### config.mk
export PLATFORM = sky130hd
export DESIGN_NAME = alarm_slot_table_core
export DESIGN_NICKNAME = d
export VERILOG_FILES = /design/src/hw/rtl/ast_pkg.sv /design/src/hw/rtl/ast_ram.sv /design/src/hw/rtl/ast_front.sv /design/src/hw/rtl/ast_queue.sv /design/src/hw/rtl/ast_engine.sv /design/src/hw/rtl/alarm_slot_table_core.sv
export VERILOG_INCLUDE_DIRS = /design/src /design/src/hw/rtl
export SDC_FILE = /design/constraint.sdc
export NUM_CORES = 1
export LEC_CHECK = 0
export BUFFER_PORTS_ARGS = -buffer_cell sky130_fd_sc_hd__buf_2
export CAP_MARGIN = 15
export CORE_UTILIZATION = 45
export DETAILED_ROUTE_END_ITERATION = 8
export SYNTH_ARGS = -nofsm -noshare
export SYNTH_HDL_FRONTEND = slang
export SYNTH_SLANG_ARGS = --single-unit
### constraint.sdc
create_clock -name i_clk -period 4.7 [get_ports i_clk]
set_input_delay 0.94 -clock i_clk [delete_from_list [all_inputs] [get_ports i_clk]]
set_output_delay 0.94 -clock i_clk [all_outputs]
set_load 0.03 [all_outputs]
### src/hw/rtl/alarm_slot_table_core_defines.svh
// Assertion macros shared by the alarm slot table RTL.
`ifndef ALARM_SLOT_TABLE_CORE_DEFINES_SVH
`define ALARM_SLOT_TABLE_CORE_DEFINES_SVH

// Implication checked on the same edge, switched off while reset is held.
`define AST_ASSERT_IMPL(lbl, clk, rst_n, ante, cons, msg) \
    lbl: assert property (@(posedge clk) disable iff (!rst_n) (ante) |-> (cons)) \
        else $error(msg);

// Implication with the consequent checked after the antecedent (non-overlapping), live during reset as well.
`define AST_ASSERT_NEXT(lbl, clk, ante, cons, msg) \
    lbl: assert property (@(posedge clk) (ante) |=> (cons)) \
        else $error(msg);

`endif

### src/hw/rtl/ast_pkg.sv
// Types and constants shared by the alarm slot table modules.
`default_nettype none

package ast_pkg;

    // Command codes carried by an input word; code 3 is unused.
    typedef enum logic [1:0] {
        CMD_ADD   = 2'd0,
        CMD_DEL   = 2'd1,
        CMD_CHECK = 2'd2
    } t_cmd;

    // Status codes carried by a result word.
    typedef enum logic [2:0] {
        ST_ADDED        = 3'd0,
        ST_FULL         = 3'd1,
        ST_DELETED      = 3'd2,
        ST_ALREADY_FREE = 3'd3,
        ST_BAD_INDEX    = 3'd4,
        ST_FIRED        = 3'd5,
        ST_NO_MATCH     = 3'd6
    } t_status;

    // Job kinds decided by the front end.
    typedef enum logic [2:0] {
        JOB_ADD,
        JOB_DEL,
        JOB_DEL_BAD,
        JOB_CHECK,
        JOB_NOP
    } t_job_kind;

    // Back-end sequencer states.
    typedef enum logic [1:0] {
        ENG_IDLE,
        ENG_ADD,
        ENG_CHECK,
        ENG_DONE
    } t_eng_state;

    typedef struct packed {
        logic [1:0]  command;
        logic [31:0] time_seconds;
        logic [3:0]  slot_index;
    } t_in_word;

    typedef struct packed {
        logic [2:0] status;
        logic [3:0] slot_used;
        logic       alarm_fired;
    } t_out_word;

    typedef struct packed {
        t_job_kind   kind;
        logic [31:0] time_seconds;
        logic [3:0]  slot_index;
    } t_job;

    localparam int QUEUE_DEPTH = 2;
    localparam int QPTR_W      = $clog2(QUEUE_DEPTH);
    localparam int QCNT_W      = $clog2(QUEUE_DEPTH + 1);
    localparam int TIME_W      = 32;

endpackage

`default_nettype wire

### src/hw/rtl/ast_ram.sv
// Generic single-write, single-read RAM with registered read data.
`default_nettype none

module ast_ram #(
    parameter int WIDTH = 32,
    parameter int DEPTH = 16
) (
    input  wire logic                                      i_clk,
    input  wire logic                                      i_wr_en,
    input  wire logic [((DEPTH > 1) ? $clog2(DEPTH) : 1)-1:0] i_wr_addr,
    input  wire logic [WIDTH-1:0]                          i_wr_data,
    input  wire logic                                      i_rd_en,
    input  wire logic [((DEPTH > 1) ? $clog2(DEPTH) : 1)-1:0] i_rd_addr,
    output logic      [WIDTH-1:0]                          o_rd_data
);

    logic [WIDTH-1:0] r_mem [DEPTH];
    logic [WIDTH-1:0] r_rd_data;

    // Write port and registered read port.
    always_ff @(posedge i_clk) begin
        if (i_wr_en) begin
            r_mem[i_wr_addr] <= i_wr_data;
        end
        if (i_rd_en) begin
            r_rd_data <= r_mem[i_rd_addr];
        end
    end

    assign o_rd_data = r_rd_data;

endmodule

`default_nettype wire

### src/hw/rtl/ast_front.sv
// Front end: registers incoming command words and classifies them into jobs.
`default_nettype none

module ast_front #(
    parameter int SLOT_COUNT = 16
) (
    input  wire logic             i_clk,
    input  wire logic             i_rst_n,
    input  wire logic             i_in_valid,
    output logic                  o_in_ready,
    input  wire ast_pkg::t_in_word i_in_word,
    output logic                  o_push_valid,
    input  wire logic             i_push_ready,
    output ast_pkg::t_job         o_job
);

    logic              r_full;
    logic              n_full;
    ast_pkg::t_in_word r_word;
    logic              w_push;

    assign w_push     = r_full && i_push_ready;
    assign o_in_ready = !r_full || i_push_ready;

    // Holding register for one command word.
    always_comb begin
        n_full = r_full;
        if (i_in_valid && o_in_ready) begin
            n_full = 1'b1;
        end else if (w_push) begin
            n_full = 1'b0;
        end
    end

    always_ff @(posedge i_clk) begin
        if (!i_rst_n) begin
            r_full <= 1'b0;
        end else begin
            r_full <= n_full;
        end
        if (i_in_valid && o_in_ready) begin
            r_word <= i_in_word;
        end
    end

    // Decode the command and settle index range checks before queueing.
    always_comb begin
        o_job.time_seconds = r_word.time_seconds;
        o_job.slot_index   = r_word.slot_index;
        unique case (r_word.command)
            ast_pkg::CMD_ADD: begin
                o_job.kind = ast_pkg::JOB_ADD;
            end
            ast_pkg::CMD_DEL: begin
                if (int'(r_word.slot_index) >= SLOT_COUNT) begin
                    o_job.kind = ast_pkg::JOB_DEL_BAD;
                end else begin
                    o_job.kind = ast_pkg::JOB_DEL;
                end
            end
            ast_pkg::CMD_CHECK: begin
                o_job.kind = ast_pkg::JOB_CHECK;
            end
            default: begin
                o_job.kind = ast_pkg::JOB_NOP;
            end
        endcase
    end

    assign o_push_valid = r_full;

endmodule

`default_nettype wire

### src/hw/rtl/ast_queue.sv
// Short job queue between the front end and the back-end sequencer.
`default_nettype none

module ast_queue (
    input  wire logic          i_clk,
    input  wire logic          i_rst_n,
    input  wire logic          i_push_valid,
    output logic               o_push_ready,
    input  wire ast_pkg::t_job i_push_job,
    output logic               o_pop_valid,
    input  wire logic          i_pop_ready,
    output ast_pkg::t_job      o_pop_job
);

    ast_pkg::t_job                r_mem [ast_pkg::QUEUE_DEPTH];
    logic [ast_pkg::QPTR_W-1:0]   r_wr_ptr;
    logic [ast_pkg::QPTR_W-1:0]   r_rd_ptr;
    logic [ast_pkg::QCNT_W-1:0]   r_count;
    logic [ast_pkg::QCNT_W-1:0]   n_count;
    logic                         w_push;
    logic                         w_pop;

    assign o_push_ready = (r_count != ast_pkg::QCNT_W'(ast_pkg::QUEUE_DEPTH));
    assign o_pop_valid  = (r_count != '0);
    assign o_pop_job    = r_mem[r_rd_ptr];
    assign w_push       = i_push_valid && o_push_ready;
    assign w_pop        = o_pop_valid && i_pop_ready;

    // Occupancy follows pushes and pops.
    always_comb begin
        n_count = r_count;
        if (w_push && !w_pop) begin
            n_count = r_count + ast_pkg::QCNT_W'(1);
        end else if (w_pop && !w_push) begin
            n_count = r_count - ast_pkg::QCNT_W'(1);
        end
    end

    always_ff @(posedge i_clk) begin
        if (!i_rst_n) begin
            r_wr_ptr <= '0;
            r_rd_ptr <= '0;
            r_count  <= '0;
        end else begin
            r_count <= n_count;
            if (w_push) begin
                r_wr_ptr <= r_wr_ptr + ast_pkg::QPTR_W'(1);
            end
            if (w_pop) begin
                r_rd_ptr <= r_rd_ptr + ast_pkg::QPTR_W'(1);
            end
        end
        if (w_push) begin
            r_mem[r_wr_ptr] <= i_push_job;
        end
    end

endmodule

`default_nettype wire

### src/hw/rtl/ast_engine.sv
// Back-end sequencer: owns the slot table and scans it one slot per cycle.
`default_nettype none

module ast_engine #(
    parameter int SLOT_COUNT = 16
) (
    input  wire logic          i_clk,
    input  wire logic          i_rst_n,
    input  wire logic          i_job_valid,
    output logic               o_job_ready,
    input  wire ast_pkg::t_job i_job,
    output logic               o_out_valid,
    input  wire logic          i_out_ready,
    output ast_pkg::t_out_word o_out_word
);

    localparam int IDX_W = (SLOT_COUNT > 1) ? $clog2(SLOT_COUNT) : 1;
    localparam logic [IDX_W-1:0] LAST = IDX_W'(SLOT_COUNT - 1);

    ast_pkg::t_eng_state r_state;
    ast_pkg::t_eng_state n_state;
    ast_pkg::t_job       r_job;
    ast_pkg::t_job       n_job;
    logic [IDX_W-1:0]    r_idx;
    logic [IDX_W-1:0]    n_idx;
    logic [IDX_W-1:0]    r_cmp_idx;
    logic [IDX_W-1:0]    n_cmp_idx;
    logic                r_pend;
    logic                n_pend;
    logic [SLOT_COUNT-1:0] r_slot_valid;
    logic [SLOT_COUNT-1:0] n_slot_valid;
    ast_pkg::t_out_word  r_res;
    ast_pkg::t_out_word  n_res;
    logic                r_out_valid;
    logic                n_out_valid;
    ast_pkg::t_out_word  r_out_word;
    ast_pkg::t_out_word  n_out_word;

    logic                       w_wr_en;
    logic                       w_rd_en;
    logic [ast_pkg::TIME_W-1:0] w_rd_data;
    logic [IDX_W-1:0]           w_del_idx;
    logic                       w_hit;
    logic                       w_out_free;

    // Alarm times live in RAM; only valid slots are ever compared.
    ast_ram #(
        .WIDTH (ast_pkg::TIME_W),
        .DEPTH (SLOT_COUNT)
    ) u_time_ram (
        .i_clk     (i_clk),
        .i_wr_en   (w_wr_en),
        .i_wr_addr (r_idx),
        .i_wr_data (r_job.time_seconds),
        .i_rd_en   (w_rd_en),
        .i_rd_addr (r_idx),
        .o_rd_data (w_rd_data)
    );

    // Delete indexes are known to be in range once classified as such.
    assign w_del_idx   = IDX_W'(i_job.slot_index);
    assign w_hit       = r_pend && r_slot_valid[r_cmp_idx]
                         && (w_rd_data == r_job.time_seconds);
    assign w_out_free  = !r_out_valid || i_out_ready;
    assign o_job_ready = (r_state == ast_pkg::ENG_IDLE);
    assign o_out_valid = r_out_valid;
    assign o_out_word  = r_out_word;

    // Next state.
    always_comb begin
        n_state = r_state;
        unique case (r_state)
            ast_pkg::ENG_IDLE: begin
                if (i_job_valid) begin
                    unique case (i_job.kind)
                        ast_pkg::JOB_ADD:   n_state = ast_pkg::ENG_ADD;
                        ast_pkg::JOB_CHECK: n_state = ast_pkg::ENG_CHECK;
                        default:            n_state = ast_pkg::ENG_DONE;
                    endcase
                end
            end
            ast_pkg::ENG_ADD: begin
                if (!r_slot_valid[r_idx] || (r_idx == LAST)) begin
                    n_state = ast_pkg::ENG_DONE;
                end
            end
            ast_pkg::ENG_CHECK: begin
                if (w_hit || (r_pend && (r_cmp_idx == LAST))) begin
                    n_state = ast_pkg::ENG_DONE;
                end
            end
            ast_pkg::ENG_DONE: begin
                if (w_out_free) begin
                    n_state = ast_pkg::ENG_IDLE;
                end
            end
            default: begin
                n_state = ast_pkg::ENG_IDLE;
            end
        endcase
    end

    // Datapath, table updates and result word.
    always_comb begin
        n_job        = r_job;
        n_idx        = r_idx;
        n_cmp_idx    = r_cmp_idx;
        n_pend       = r_pend;
        n_slot_valid = r_slot_valid;
        n_res        = r_res;
        n_out_valid  = r_out_valid && !i_out_ready;
        n_out_word   = r_out_word;
        w_wr_en      = 1'b0;
        w_rd_en      = 1'b0;
        unique case (r_state)
            ast_pkg::ENG_IDLE: begin
                if (i_job_valid) begin
                    n_job  = i_job;
                    n_idx  = '0;
                    n_pend = 1'b0;
                    n_res  = '{status: ast_pkg::ST_NO_MATCH, slot_used: 4'd0,
                               alarm_fired: 1'b0};
                    unique case (i_job.kind)
                        ast_pkg::JOB_DEL_BAD: begin
                            n_res.status    = ast_pkg::ST_BAD_INDEX;
                            n_res.slot_used = i_job.slot_index;
                        end
                        ast_pkg::JOB_DEL: begin
                            n_res.slot_used = i_job.slot_index;
                            if (r_slot_valid[w_del_idx]) begin
                                n_res.status            = ast_pkg::ST_DELETED;
                                n_slot_valid[w_del_idx] = 1'b0;
                            end else begin
                                n_res.status = ast_pkg::ST_ALREADY_FREE;
                            end
                        end
                        default: begin
                        end
                    endcase
                end
            end
            ast_pkg::ENG_ADD: begin
                // Lowest free slot takes the new time.
                if (!r_slot_valid[r_idx]) begin
                    w_wr_en             = 1'b1;
                    n_slot_valid[r_idx] = 1'b1;
                    n_res.status        = ast_pkg::ST_ADDED;
                    n_res.slot_used     = 4'(r_idx);
                end else if (r_idx == LAST) begin
                    n_res.status    = ast_pkg::ST_FULL;
                    n_res.slot_used = 4'd0;
                end else begin
                    n_idx = r_idx + IDX_W'(1);
                end
            end
            ast_pkg::ENG_CHECK: begin
                // Reads are issued one slot ahead of the compare.
                if (w_hit) begin
                    n_slot_valid[r_cmp_idx] = 1'b0;
                    n_res.status            = ast_pkg::ST_FIRED;
                    n_res.slot_used         = 4'(r_cmp_idx);
                    n_res.alarm_fired       = 1'b1;
                end else if (r_pend && (r_cmp_idx == LAST)) begin
                    n_res.status    = ast_pkg::ST_NO_MATCH;
                    n_res.slot_used = 4'd0;
                end else begin
                    w_rd_en   = 1'b1;
                    n_cmp_idx = r_idx;
                    n_pend    = 1'b1;
                    if (r_idx != LAST) begin
                        n_idx = r_idx + IDX_W'(1);
                    end
                end
            end
            ast_pkg::ENG_DONE: begin
                if (w_out_free) begin
                    n_out_valid = 1'b1;
                    n_out_word  = r_res;
                end
            end
            default: begin
            end
        endcase
    end

    always_ff @(posedge i_clk) begin
        if (!i_rst_n) begin
            r_state      <= ast_pkg::ENG_IDLE;
            r_pend       <= 1'b0;
            r_slot_valid <= '0;
            r_out_valid  <= 1'b0;
        end else begin
            r_state      <= n_state;
            r_pend       <= n_pend;
            r_slot_valid <= n_slot_valid;
            r_out_valid  <= n_out_valid;
        end
        r_job      <= n_job;
        r_idx      <= n_idx;
        r_cmp_idx  <= n_cmp_idx;
        r_res      <= n_res;
        r_out_word <= n_out_word;
    end

endmodule

`default_nettype wire

### src/hw/rtl/alarm_slot_table_core.sv
// Top level of the alarm slot table: front end, job queue and sequencer.
`default_nettype none
`include "alarm_slot_table_core_defines.svh"

// The table holds SLOT_COUNT alarm times, each with a valid bit, and answers
// every command word with exactly one result word. A delete or an unused
// command needs no scan and is settled in the cycle the sequencer takes it
// up; an add walks the valid bits one slot a cycle; a check reads the time
// RAM one slot a cycle through its single registered read port. Each job
// also passes through the sequencer's idle and done states, and a word
// waits in the front register and queue while the previous job runs. All
// slots are free straight after reset; there is no clearing pass.
module alarm_slot_table_core #(
    parameter int SLOT_COUNT = 16
) (
    input  wire logic               i_clk,
    input  wire logic               i_rst_n,
    input  wire logic               i_in_valid,
    output logic                    o_in_ready,
    input  wire ast_pkg::t_in_word  i_in_word,
    output logic                    o_out_valid,
    input  wire logic               i_out_ready,
    output ast_pkg::t_out_word      o_out_word
);

    logic          w_push_valid;
    logic          w_push_ready;
    ast_pkg::t_job w_push_job;
    logic          w_pop_valid;
    logic          w_pop_ready;
    ast_pkg::t_job w_pop_job;

    // Accept and classify command words.
    ast_front #(
        .SLOT_COUNT (SLOT_COUNT)
    ) u_front (
        .i_clk        (i_clk),
        .i_rst_n      (i_rst_n),
        .i_in_valid   (i_in_valid),
        .o_in_ready   (o_in_ready),
        .i_in_word    (i_in_word),
        .o_push_valid (w_push_valid),
        .i_push_ready (w_push_ready),
        .o_job        (w_push_job)
    );

    // Decouple the front end from the sequencer.
    ast_queue u_queue (
        .i_clk        (i_clk),
        .i_rst_n      (i_rst_n),
        .i_push_valid (w_push_valid),
        .o_push_ready (w_push_ready),
        .i_push_job   (w_push_job),
        .o_pop_valid  (w_pop_valid),
        .i_pop_ready  (w_pop_ready),
        .o_pop_job    (w_pop_job)
    );

    // Carry out jobs against the slot table.
    ast_engine #(
        .SLOT_COUNT (SLOT_COUNT)
    ) u_engine (
        .i_clk       (i_clk),
        .i_rst_n     (i_rst_n),
        .i_job_valid (w_pop_valid),
        .o_job_ready (w_pop_ready),
        .i_job       (w_pop_job),
        .o_out_valid (o_out_valid),
        .i_out_ready (i_out_ready),
        .o_out_word  (o_out_word)
    );

    // Only a fired check raises the alarm flag.
    `AST_ASSERT_IMPL(a_fired_flag, i_clk, i_rst_n,
        o_out_valid && (o_out_word.status != ast_pkg::ST_FIRED),
        !o_out_word.alarm_fired, "alarm flag raised without a fired status")

    // Full and no-match results carry slot zero.
    `AST_ASSERT_IMPL(a_zero_slot, i_clk, i_rst_n,
        o_out_valid && ((o_out_word.status == ast_pkg::ST_FULL)
            || (o_out_word.status == ast_pkg::ST_NO_MATCH)),
        o_out_word.slot_used == 4'd0, "full or no-match result names a slot")

    // A filled or fired slot always lies inside the table.
    `AST_ASSERT_IMPL(a_added_slot, i_clk, i_rst_n,
        o_out_valid && ((o_out_word.status == ast_pkg::ST_ADDED)
            || (o_out_word.status == ast_pkg::ST_FIRED)),
        (SLOT_COUNT > 16) || (int'(o_out_word.slot_used) < SLOT_COUNT),
        "filled or fired slot lies beyond the table")

    // Reset empties the pipeline on both sides.
    `AST_ASSERT_NEXT(a_reset_clears, i_clk, !i_rst_n,
        !o_out_valid && o_in_ready && !w_push_valid,
        "reset left a word in flight")

endmodule

`default_nettype wire
==> impl_metrics.csv <==
group,metric,value,unit
floorplan,die_area,0.0646,mm²
worst_setup_path,crit_chain,"mux4_2 > mux2_2 > mux2_2 > nor2_1 > nand2_1 > nor2_4 > buf_4",
cells_and_area,synthToLayoutAreaGrowth,14.8,%
worst_setup_path,crit_top_cell,"mux2_2",
worst_setup_path,cp-start-kind,"flip-flop",
worst_setup_path,crit_family,"simple AND/OR/NAND/NOR gates",
cells_and_area,drive_above_1_share,0.308,
logic_synthesis,syn_nets,1369,
worst_setup_path,cp.required,5.01,ns
floorplan,die_x,254,µm
power_and_ir_drop,p_leak,0.0104,µW
logic_synthesis,syn-instance-count,1315,
timing,hold_viol_final,0,
worst_setup_path,rr_endpoint,"u_engine.u_time_ram.r_mem[1][28]",
status,status,"completed",
logic_synthesis,netlist_area,0.0286,mm²
power_and_ir_drop,p_per_area,606,mW/mm²
job,maxCapViolCount,0,
worst_setup_path,end_kind,"flip-flop",
drt,first_iter_violations,1173,
clock_tree,numCtsBuffers,78,
timing,skew,0.0226,ns
cells_and_area,n_fill_cell,4884,
global_routing,track_usage,0.203,
floorplan,core,0.0630,mm²
worst_setup_path,endpoint,"u_engine.u_time_ram.r_mem[1][28]",
worst_setup_path,timing.reg2reg.setup_slack,0.78,ns
clock_tree,cts_resized,0,
clock_tree,root_buffer,"clkbuf_16",
timing,fin_crit,3.92,ns
logic_synthesis,ys_warn_count,0,
drt,wirelength,63300,µm
drt,vias_per_cell,5.69,
logic_synthesis,synth_seq_area_share,0.769,
logic_synthesis,synth-async-reset-ratio,0,
timing,rsz0062_at_grt,"false",
worst_setup_path,cp_slowest_cell,"nor2_4",
logic_synthesis,synth_edf_count,716,
logic_synthesis,synth_cell_type_count,60,
global_routing,grt_overflow,0,
worst_setup_path,path_depth,7,
worst_setup_path,crit_type,"reg2reg",
timing,fin_tns_setup,0,ns
drt,drc_errors,0,
logic_synthesis,ys_ff_latch,742,
timing,max_freq,0.255,GHz
clock_tree,cts.sinks,742,
worst_setup_path,crit_fanout,17,
clock_tree,clock_latency,0.62,ns
place,routabilityCongestion,0.842,
place,hpwl,39800,µm
floorplan,ioPinCount,52,
timing,drv_slew,0,
timing,slew_headroom,0.291,
global_routing,grt_pass1_vias,13600,
timing,tightest_slew,1.06,ns
drt,wl_per_cell,26.8,µm
worst_setup_path,critical-path-max-stage-delay,0.60,ns
cells_and_area,multi_input_area,0.00642,mm²
cells_and_area,regArea,0.0220,mm²
logic_synthesis,synthFlopType,"edfxtp_1",
clock_tree,cts_tree,"done",
worst_setup_path,worstSetupStartpoint,"u_engine.r_idx[0]",
clock_tree,cts.reportedPaths.clkPinSlew,0.06,ns
floorplan,die_y,254,µm
global_routing,grt_max_degree,135,
worst_setup_path,crit_arrival,4.23,ns
clock_tree,htreeDepth,3,
floorplan,num_rows,92,
place,portBuffers,51,
cells_and_area,fin_area,0.0329,mm²
worst_setup_path,timing.rr.start,"u_engine.r_idx[0]",
clock_tree,ctsHoldBuffers,0,
drt,vias,13416,
timing,setup_viol,0,
drt,postRouteAntennaNets,0,
place,place_area,0.0304,mm²
floorplan,start_util,0.454,
power_and_ir_drop,peakVddDrop,463,µV
timing,fin_crit_sh,0.835,
global_routing,antenna_found_initial,3,
worst_setup_path,r2r_cells,7,
global_routing,grt_pass1_wl,93600,µm
clock_tree,clockBufferDepth,3,
hold_path,min_path_type,"reg2reg",
cells_and_area,fin_nets,1502,
clock_tree,cts_setup_buffers,0,
logic_synthesis,syn_avg_cell_area,21.8,µm²
drt,first_pass_iters,5,
worst_setup_path,cp_num_buf_inv,1,
==> layout by cell type (no fill, tap or decap), types with 8 or more instances in the layout <==
cell | netlist | routed
edfxtp_1 | 716 | 716
mux4_2 | 171 | 171
clkbuf_16 | 0 | 81
buf_4 | 2 | 57
buf_2 | 10 | 51
nand2_1 | 46 | 46
mux2_2 | 38 | 38
clkbuf_1 | 35 | 29
dfxtp_1 | 26 | 25
xor2_1 | 21 | 21
nor2_4 | 0 | 18
nor2_1 | 35 | 17
o22ai_1 | 17 | 17
inv_1 | 16 | 16
xnor2_1 | 16 | 16
a41o_1 | 16 | 16
clkinv_1 | 0 | 14
ha_1 | 12 | 12
o21ai_2 | 10 | 10
and2_1 | 9 | 8
==> flip-flops by register name (all words and copies together), names as in the netlist, 4 cells and up, named ones only <==
signal / flops
u_engine.r_job: 32
u_engine.r_res: 8
u_queue.r_mem: 78
u_engine.r_cmp_idx: 4
u_engine.r_slot_valid: 16
u_front.o_job: 36
u_engine.r_idx: 4
u_engine.o_out_word: 8
u_engine.u_time_ram.r_mem: 512
u_engine.u_time_ram.o_rd_data: 32
==> Yosys cell counts (all sizes together), types with 2 or more instances <==
master / count / area [µm²]
buf: 26 / 125
or3: 2 / 12.5
or2: 2 / 12.5
nor4: 6 / 37.5
nor2b: 6 / 37.5
inv: 16 / 60.1
xnor2: 16 / 140
and2: 9 / 56.3
clkbuf: 35 / 131
nand2b: 6 / 37.5
a21oi: 4 / 20.0
nand3b: 3 / 22.5
a31oi: 5 / 31.3
nor2: 35 / 131
o211ai: 2 / 15.0
mux4: 172 / 3880
ha: 12 / 150
nand2: 47 / 179
o21ai: 18 / 128
xor2: 21 / 184
a32oi: 5 / 43.8
nor3: 6 / 30.0
o21a: 3 / 22.5
a21boi: 3 / 22.5
nand3: 8 / 45.0
mux2: 39 / 443
nand4: 3 / 18.8
o311a: 4 / 40.0
o22ai: 18 / 119
edfxtp: 716 / 21500
dfxtp: 26 / 521
a41o: 16 / 160
and3: 3 / 18.8
mux2i: 5 / 50.1
o41ai: 2 / 55.1
a22oi: 2 / 20.0
==> metrics by stage <==
step | cells | util | setup WS (ns) | hold slack [ns] | power [µW]
final | 2358 | 0.522 | 0.775 | 0.418 | 19900
after global routing | 2357 | 0.522 | 0.494 | 0.423 | 20700
after CTS | 2357 | 0.522 | 0.719 | 0.418 | 20200
after detailed placement | 2214 | 0.482 | 0.707 | 0.405 | 14100
after global placement | 2214 | 0.482 | 0.764 | 0.404 | 14100
after floorplan | 1315 | - | 0.498 | 0.400 | 12200
==> power breakdown <==
group | switching (µW) | total, µW | leakage [µW] | internal (µW)
logic | 2910 | 4990 | 0.00250 | 2080
clock network | 2450 | 6020 | 0.00120 | 3570
registers | 432 | 8910 | 0.00673 | 8470
total | 5790 | 19900 | 0.0104 | 14100
==> metal layers <==
metal,vias to the layer above,global-route usage,routed length [µm]
met3,86,0.0281,3160
met5,-,0,0
li1,5760,-,-
met2,425,0.340,32300
met1,7145,0.279,26500
met4,0,0.0587,1260
==> area by class of cell <==
class | instances | share of cell area
clock buffer | 110 | 0.0650
multi-input combinational | 496 | 0.195
clock inverter | 33 | 0.0109
sequential | 742 | 0.670
timing repair buffer | 114 | 0.0244
inverter | 16 | 0.00183
antenna | 1 | 0.0000762
tap | 846 | 0.0322
==> logic make-up after synthesis <==
kind of cell	synth area share
DFF	0.769
and+or+nand+nor	0.0237
muxes	0.153
AOI/OAI and AO/OA	0.0265
xor gates and xnor gates	0.0113
buffers and inverters	0.0111
adders and majority gates	0.00525
==> worst min-delay path by stage <==
stage	startpoint	end	slack, ns	cells after the start
after floorplan	u_engine.r_res[0]	u_engine.o_out_word[0]	0.40	0
after global placement	u_engine.r_res[3]	u_engine.o_out_word[3]	0.40	0
after detailed placement	u_engine.r_res[3]	u_engine.o_out_word[3]	0.40	0
after CTS	u_engine.r_res[3]	u_engine.o_out_word[3]	0.42	0
after global routing	u_engine.r_res[6]	u_engine.o_out_word[6]	0.42	0
final	u_engine.r_res[3]	u_engine.o_out_word[3]	0.42	0
Power figures use the tool's default switching activity.
